File: config.mk
export PLATFORM = sky130hd
export DESIGN_NAME = nearest_word_edit_distance
export DESIGN_NICKNAME = d
export VERILOG_FILES = /design/src/design/nwed_pkg.sv /design/src/design/nwed_ctrl.sv /design/src/design/nwed_dp.sv /design/src/design/nearest_word_edit_distance.sv
export VERILOG_INCLUDE_DIRS = /design/src /design/src/design
export SDC_FILE = /design/constraint.sdc
export NUM_CORES = 2
export LEC_CHECK = 0
export BUFFER_PORTS_ARGS = -buffer_cell sky130_fd_sc_hd__clkbuf_2
export CORE_UTILIZATION = 57
export CTS_BUF_LIST = sky130_fd_sc_hd__clkbuf_16
export DETAILED_ROUTE_END_ITERATION = 10
export PLACE_DENSITY_LB_ADDON = 0.15
export SLEW_MARGIN = 10
export SYNTH_ARGS = -nofsm -noshare
export SYNTH_HDL_FRONTEND = slang
export SYNTH_SLANG_ARGS = --single-unit
export TNS_END_PERCENT = 30
File: constraint.sdc
create_clock -name clk -period 7.2 [get_ports clk]
set_input_delay 0.36 -clock clk [delete_from_list [all_inputs] [get_ports clk]]
set_output_delay 0.36 -clock clk [all_outputs]
set_load 0.01 [all_outputs]
File: src/design/assert_macros.svh
// Assertion macros shared by the design files.
`ifndef ASSERT_MACROS_SVH
`define ASSERT_MACROS_SVH

// Same-cycle implication.
`define ASSERT_IMP(lbl, clk, rst_n, ante, cons, msg) \
	lbl: assert property (@(posedge clk) disable iff (!(rst_n)) (ante) |-> (cons)) \
		else $error(msg);

// Next-cycle implication.
`define ASSERT_NXT(lbl, clk, rst_n, ante, cons, msg) \
	lbl: assert property (@(posedge clk) disable iff (!(rst_n)) (ante) |=> (cons)) \
		else $error(msg);

`endif

File: src/design/nwed_pkg.sv
package nwed_pkg;

	localparam int MAX_WORD   = 64;
	localparam int INDEX_BITS = 16;

	localparam logic [1:0] MODE_QUERY = 2'd0;
	localparam logic [1:0] MODE_DICT  = 2'd1;
	localparam logic [1:0] MODE_END   = 2'd2;

	typedef enum logic [1:0] {
		ST_IDLE,
		ST_CELL,
		ST_FINISH
	} state_t;

	typedef struct packed {
		logic load_query;
		logic dict_start;
		logic emit;
		logic step;
		logic finish;
	} cmd_t;

	typedef struct packed {
		logic len_zero;
		logic last_cell;
	} sts_t;

endpackage

File: src/design/nwed_ctrl.sv
`include "assert_macros.svh"

module nwed_ctrl (
	input  logic                 clk,
	input  logic                 arst_n,
	input  logic                 start,
	input  logic [1:0]           mode,
	input  nwed_pkg::sts_t       sts,
	output logic                 busy,
	output nwed_pkg::cmd_t       cmd
);

	nwed_pkg::state_t state_q, state_d;
	logic accept;

	assign accept = start && (state_q == nwed_pkg::ST_IDLE);

	always_ff @(posedge clk or negedge arst_n) begin
		if (!arst_n) begin
			state_q <= nwed_pkg::ST_IDLE;
		end else begin
			state_q <= state_d;
		end
	end

	always_comb begin
		state_d = state_q;
		unique case (state_q)
			nwed_pkg::ST_IDLE: begin
				if (accept && (mode == nwed_pkg::MODE_DICT)) begin
					state_d = sts.len_zero ? nwed_pkg::ST_FINISH : nwed_pkg::ST_CELL;
				end
			end
			nwed_pkg::ST_CELL: begin
				if (sts.last_cell) begin
					state_d = nwed_pkg::ST_FINISH;
				end
			end
			nwed_pkg::ST_FINISH: begin
				state_d = nwed_pkg::ST_IDLE;
			end
			default: begin
				state_d = nwed_pkg::ST_IDLE;
			end
		endcase
	end

	always_comb begin
		busy           = (state_q != nwed_pkg::ST_IDLE);
		cmd.load_query = accept && (mode == nwed_pkg::MODE_QUERY);
		cmd.dict_start = accept && (mode == nwed_pkg::MODE_DICT);
		cmd.emit       = accept && (mode == nwed_pkg::MODE_END);
		cmd.step       = (state_q == nwed_pkg::ST_CELL);
		cmd.finish     = (state_q == nwed_pkg::ST_FINISH);
	end

	`ASSERT_NXT(a_dict_goes_busy, clk, arst_n, cmd.dict_start, busy,
		"dictionary item did not start a row update")
	`ASSERT_NXT(a_last_cell_finish, clk, arst_n, cmd.step && sts.last_cell,
		cmd.finish, "row update did not finish after its last cell")

endmodule

File: src/design/nwed_dp.sv
`include "assert_macros.svh"

module nwed_dp #(
	parameter int MAX_WORD   = nwed_pkg::MAX_WORD,
	parameter int INDEX_BITS = nwed_pkg::INDEX_BITS
) (
	input  logic                  clk,
	input  logic                  arst_n,
	input  nwed_pkg::cmd_t        cmd,
	input  logic [7:0]            symbol,
	input  logic                  word_last,
	input  logic                  cfg_we,
	input  logic [7:0]            cfg_data,
	output nwed_pkg::sts_t        sts,
	output logic                  done,
	output logic                  found,
	output logic [INDEX_BITS-1:0] best_index,
	output logic [7:0]            best_distance
);

	localparam int AW = $clog2(MAX_WORD);
	localparam int LW = $clog2(MAX_WORD + 1);
	localparam logic [LW-1:0] MAX_LEN = LW'(MAX_WORD);

	logic [7:0]            query_mem [MAX_WORD];
	logic [7:0]            row_mem [MAX_WORD];
	logic [MAX_WORD-1:0]   row_valid_q;

	logic [7:0]            max_distance_q;
	logic [LW-1:0]         qlen_q;
	logic [7:0]            row0_q;
	logic [INDEX_BITS-1:0] cnt_q;
	logic [7:0]            best_q;
	logic [INDEX_BITS-1:0] pos_q;
	logic                  any_q;

	logic [7:0]            sym_q;
	logic                  last_q;
	logic [AW-1:0]         k_q;
	logic [7:0]            diag_q;
	logic [7:0]            left_q;

	logic [7:0]            q_rd_s1;
	logic [7:0]            row_rd_s1;
	logic                  row_vld_s1;

	logic                  done_q;
	logic                  found_q;
	logic [INDEX_BITS-1:0] best_index_q;
	logic [7:0]            best_distance_q;

	logic [AW-1:0]         rd_addr;
	logic [7:0]            row0_inc;
	logic [7:0]            up;
	logic [8:0]            c_diag, c_left, c_up, c_min;
	logic [7:0]            cost;
	logic                  restart;
	logic                  word_end;

	assign row0_inc = (row0_q == 8'hFF) ? row0_q : row0_q + 8'd1;
	assign rd_addr  = cmd.dict_start ? '0 : k_q + AW'(1);
	assign up       = row_vld_s1 ? row_rd_s1 : 8'(k_q) + 8'd1;

	always_comb begin
		c_diag = {1'b0, diag_q} + ((q_rd_s1 != sym_q) ? 9'd1 : 9'd0);
		c_left = {1'b0, left_q} + 9'd1;
		c_up   = {1'b0, up} + 9'd1;
		c_min  = c_diag;
		if (c_left < c_min) begin
			c_min = c_left;
		end
		if (c_up < c_min) begin
			c_min = c_up;
		end
		cost = c_min[8] ? 8'hFF : c_min[7:0];
	end

	assign word_end = cmd.finish && last_q;
	assign restart  = cmd.load_query || cmd.emit || word_end;

	assign sts.len_zero  = (qlen_q == '0);
	assign sts.last_cell = ((LW'(k_q) + LW'(1)) == qlen_q);

	always_ff @(posedge clk) begin
		if (cmd.load_query && (qlen_q < MAX_LEN)) begin
			query_mem[qlen_q[AW-1:0]] <= symbol;
		end
		if (cmd.step) begin
			row_mem[k_q] <= cost;
		end
		q_rd_s1    <= query_mem[rd_addr];
		row_rd_s1  <= row_mem[rd_addr];
		row_vld_s1 <= row_valid_q[rd_addr];
	end

	always_ff @(posedge clk or negedge arst_n) begin
		if (!arst_n) begin
			row_valid_q <= '0;
		end else if (restart) begin
			row_valid_q <= '0;
		end else if (cmd.step) begin
			row_valid_q[k_q] <= 1'b1;
		end
	end

	always_ff @(posedge clk) begin
		if (cmd.dict_start) begin
			sym_q  <= symbol;
			last_q <= word_last;
			k_q    <= '0;
			diag_q <= row0_q;
			left_q <= row0_inc;
		end else if (cmd.step) begin
			k_q    <= k_q + AW'(1);
			diag_q <= up;
			left_q <= cost;
		end
		if (cmd.emit) begin
			found_q         <= any_q && (best_q <= max_distance_q);
			best_index_q    <= pos_q;
			best_distance_q <= best_q;
		end
	end

	always_ff @(posedge clk or negedge arst_n) begin
		if (!arst_n) begin
			max_distance_q <= 8'd2;
			qlen_q         <= '0;
			row0_q         <= '0;
			cnt_q          <= '0;
			best_q         <= 8'hFF;
			pos_q          <= '0;
			any_q          <= 1'b0;
			done_q         <= 1'b0;
		end else begin
			done_q <= cmd.emit;
			if (cfg_we) begin
				max_distance_q <= cfg_data;
			end
			if (cmd.dict_start) begin
				row0_q <= row0_inc;
			end else if (restart) begin
				row0_q <= '0;
			end
			if (cmd.load_query && (qlen_q < MAX_LEN)) begin
				qlen_q <= qlen_q + LW'(1);
			end
			if (word_end) begin
				if (!any_q || (left_q < best_q)) begin
					best_q <= left_q;
					pos_q  <= cnt_q;
				end
				any_q <= 1'b1;
				cnt_q <= cnt_q + INDEX_BITS'(1);
			end
			if (cmd.emit) begin
				qlen_q <= '0;
				cnt_q  <= '0;
				best_q <= 8'hFF;
				pos_q  <= '0;
				any_q  <= 1'b0;
			end
		end
	end

	assign done          = done_q;
	assign found         = found_q;
	assign best_index    = best_index_q;
	assign best_distance = best_distance_q;

	`ASSERT_IMP(a_qlen_bound, clk, arst_n, 1'b1, qlen_q <= MAX_LEN,
		"query length beyond the query store")
	`ASSERT_NXT(a_emit_clears, clk, arst_n, cmd.emit,
		(qlen_q == '0) && !any_q && (best_q == 8'hFF) && (row_valid_q == '0),
		"search state not cleared after end of dictionary")

endmodule

File: src/design/nearest_word_edit_distance.sv
// Query item: stored without raising busy. Dictionary item: a set-up step, one
// step per table cell and a word-end step, all run by the single cell unit.
// End-of-dictionary item: the result strobes for one cycle on done
// in the cycle after acceptance, and busy stays low so a new item may follow.
// Asynchronous active-low reset clears the query, the row, the best match and
// sets max_distance to 2.
module nearest_word_edit_distance #(
	parameter int MAX_WORD   = nwed_pkg::MAX_WORD,
	parameter int INDEX_BITS = nwed_pkg::INDEX_BITS
) (
	input  logic                  clk,
	input  logic                  arst_n,
	input  logic                  start,
	output logic                  busy,
	input  logic [1:0]            mode,
	input  logic [7:0]            symbol,
	input  logic                  word_last,
	input  logic                  cfg_valid,
	output logic                  cfg_ready,
	input  logic [7:0]            cfg_data,
	output logic                  done,
	output logic                  found,
	output logic [INDEX_BITS-1:0] best_index,
	output logic [7:0]            best_distance
);

	nwed_pkg::cmd_t cmd;
	nwed_pkg::sts_t sts;

	assign cfg_ready = 1'b1;

	nwed_ctrl u_ctrl (
		.clk    (clk),
		.arst_n (arst_n),
		.start  (start),
		.mode   (mode),
		.sts    (sts),
		.busy   (busy),
		.cmd    (cmd)
	);

	nwed_dp #(
		.MAX_WORD   (MAX_WORD),
		.INDEX_BITS (INDEX_BITS)
	) u_dp (
		.clk           (clk),
		.arst_n        (arst_n),
		.cmd           (cmd),
		.symbol        (symbol),
		.word_last     (word_last),
		.cfg_we        (cfg_valid && cfg_ready),
		.cfg_data      (cfg_data),
		.sts           (sts),
		.done          (done),
		.found         (found),
		.best_index    (best_index),
		.best_distance (best_distance)
	);

endmodule

==> metrics.cfg <==
[clocking]
clk_pin_slew_ns=0.06
cts-root-buf=clkbuf_16
cts_sinks=1228
cts_buffers=121
postCtsSetupBuffers=0
cts-htree-levels=3
insertion_delay_ns=0.72
clock_path_buffers=3
cts_tree=yes

[worst_setup_path]
cp_slowest_cell=mux2i_4
crit_arrival_ns=7.29
r2r-start=u_dp.sym_q[1]
required_ns=7.69
critPathBufInv=3
r2r_end=u_dp.row_mem[2][1]
critPathMaxStageDelay_ns=0.42
r2r_slack_ns=0.40
cp_max_fo=56
path_common_cell=ha_1
worstSetupEndpointType=flop
startpoint=u_dp.sym_q[1]
ff2ff_path_depth=25
cp-start-kind=flop
crit_type=reg2reg
crit_family=compound AO/OA/AOI/OAI gates

[logic_synthesis]
netlist_top_cells_area=edfxtp_1, dfrtp_1, nand2_1
synth_nets=4022
synthArstFlopShare_pct=10.7
syn_area_sq_mm=0.0507
synth_top_cell_by_area=edfxtp_1
seq_area_frac_synth_pct=71.0
yosysUniqueCellTypes=78
yosysWarningCount=0
synth_top_area_share_pct=63.6
synth_edf_count=1074
yosys_most_used_dff=edfxtp_1
netlist_instances=3961
synth_common_cells=edfxtp_1, nand2_1, nor2_1, nand3_1, clkbuf_1
yosysMostFrequentCell=edfxtp_1
ys_seq_elements=1228
postSynthAreaPerCell_sq_um=12.8

[routing]
wire_per_inst_um=25.6
route.antenna.remaining_nets=0
via_per_inst=6.39
drtIter0Drc=3834
drc=0
drt-total-wl_um=134000
first_pass_iters=6
num_vias=33292

[sta]
fmax_mhz=147
setup_violations=0
maxSlewHeadroom_pct=11.1
hold_viol=0
finalCritPeriodShare_pct=94.4
skew_ns=0.0306
slew_viol_final=0
post-route-min-period_ns=6.80
worst_pin_slew_ns=1.33

[min_path]
hp-class=in2reg
min_to=u_dp.max_distance_q[1]
min-delay-start=cfg_valid
hold_path_depth=2

[place]
dp.cells=4972
hpwl_um=75000
place_congestion=0.874
port_buffers=49
placed_cell_area_sq_mm=0.0522

[power_and_ir_drop]
p_leak_nw=19.6
power.density_mw_per_mm2=471
ir_drop_uv=905
total_power_mw=26.5

[finish]
nets=4001
final_area_sq_mm=0.0562
diodes=0
syn_to_final_growth_pct=10.8
drive_gt1_share_pct=9.60
finalNonFillerCells=5208

[global_routing]
grt_pass1_wl_um=201000
grtUsageTotal_pct=29.6
first_global_vias=31997
grt_overflow=0
antenna_found_initial=2
grt_max_degree=173

[die]
die_h_um=300
start_util_pct=57.5
dieWidth_um=300
ioPinCount=51
rows=109
core_sq_mm=0.0882
die-area_sq_mm=0.0902

[outcome]
status=complete, no violations

[job]
cap_violations=0

==> metal layers <==
metal,up-vias,GRT usage (%),routed length (um)
met5,-,0,0
met4,0,10.1,4540
met3,260,4.49,10800
met2,1552,47.4,63700
met1,16628,41.6,54500
li1,14852,-,-
==> sequential cells by signal (all words and copies together), names as in the netlist, 7 cells and up <==
signal               count
u_dp.query_mem         512
u_dp.row_valid_q        64
u_dp.best_index         16
u_dp.best_distance       8
u_dp.row0_q              8
u_dp.qlen_q              7
u_dp.left_q              8
u_dp.pos_q              16
u_dp.diag_q              8
u_dp.row_rd_s1           8
u_dp.best_q              8
u_dp.sym_q               8
u_dp.cnt_q              16
u_dp.max_distance_q      8
u_dp.q_rd_s1             8
u_dp.row_mem           512
==> cells by family (layout without fill, tap and decap cells) <==
group / count (synthesis) / after routing / synth area share (%)
AND/OR/NAND/NOR: 1594 / 1594 / 13.7
AO/OA/AOI/OAI: 704 / 704 / 10.2
buffers and inverters: 317 / 399 / 2.62
other: 1 / 1 / 0.00739
flip-flops: 1228 / 1228 / 71.0
XOR/XNOR: 56 / 56 / 1.02
adder cells (fa/ha/maj): 38 / 38 / 0.937
multiplexers: 23 / 23 / 0.521
==> layout by cell type (no fill, tap or decap), drive strengths merged, types with 54 or more instances in the layout <==
cell type and instances:
edfxtp 1074, nand2 622, nor2 404, nand3 353, clkbuf 173, dfrtp 122, o221ai 120, a21oi 102
o21ai 90, buf 85, nor3 70, inv 65, and3 55, clkinv 55, o22ai 54, o211ai 54
==> metrics by stage <==
stage	TNS (ns)	worst slack (ns)	utilization, %	hold slack, ns
after floorplan	-138.75	-0.360	-	0.0644
after detailed placement	0	0.442	59.2	0.409
after global routing	-0.0570	-0.00828	63.7	0.0800
final	0	0.400	63.7	0.0394
after global placement	0	0.440	59.2	0.400
after CTS	0	0.393	63.7	0.0204
==> where the power goes <==
part	total, mW	switching [mW]	internal [mW]
Sequential	10.4	0.299	10.1
Clock	6.14	2.66	3.48
Combinational	9.89	7.00	2.89
Total	26.5	9.96	16.5
==> cell type report <==
| cell class | count | area (sq um) |
|---|---|---|
| sequential | 1228 | 36000 |
| fill | 6540 | 32000 |
| multi-input combinational | 2416 | 13600 |
| clock buffer | 125 | 3130 |
| tap | 1165 | 1460 |
| timing repair buffer | 143 | 1190 |
| clock inverter | 101 | 741 |
| inverter | 30 | 115 |
==> worst max path at each step <==
stage                     endpoint  slack [ns]  depth (start not counted)
5_1_grt        u_dp.row_mem[23][3]      -0.008                         24
6_report        u_dp.row_mem[2][1]        0.40                         25
4_1_cts        u_dp.row_mem[19][2]        0.39                         24
3_5_place_dp   u_dp.row_mem[55][2]        0.44                         24
2_1_floorplan   u_dp.row_mem[0][7]       -0.36                         25
3_3_place_gp   u_dp.row_mem[55][2]        0.44                         24
==> repair_timing <==
item                                   in CTS  in global routing
setup endpoints to repair                   0                239
gates resized for setup                     0                  2
hold buffers                               10                  0
endpoints found under the hold margin      74                  0
(Power assumes the default switching activity.)
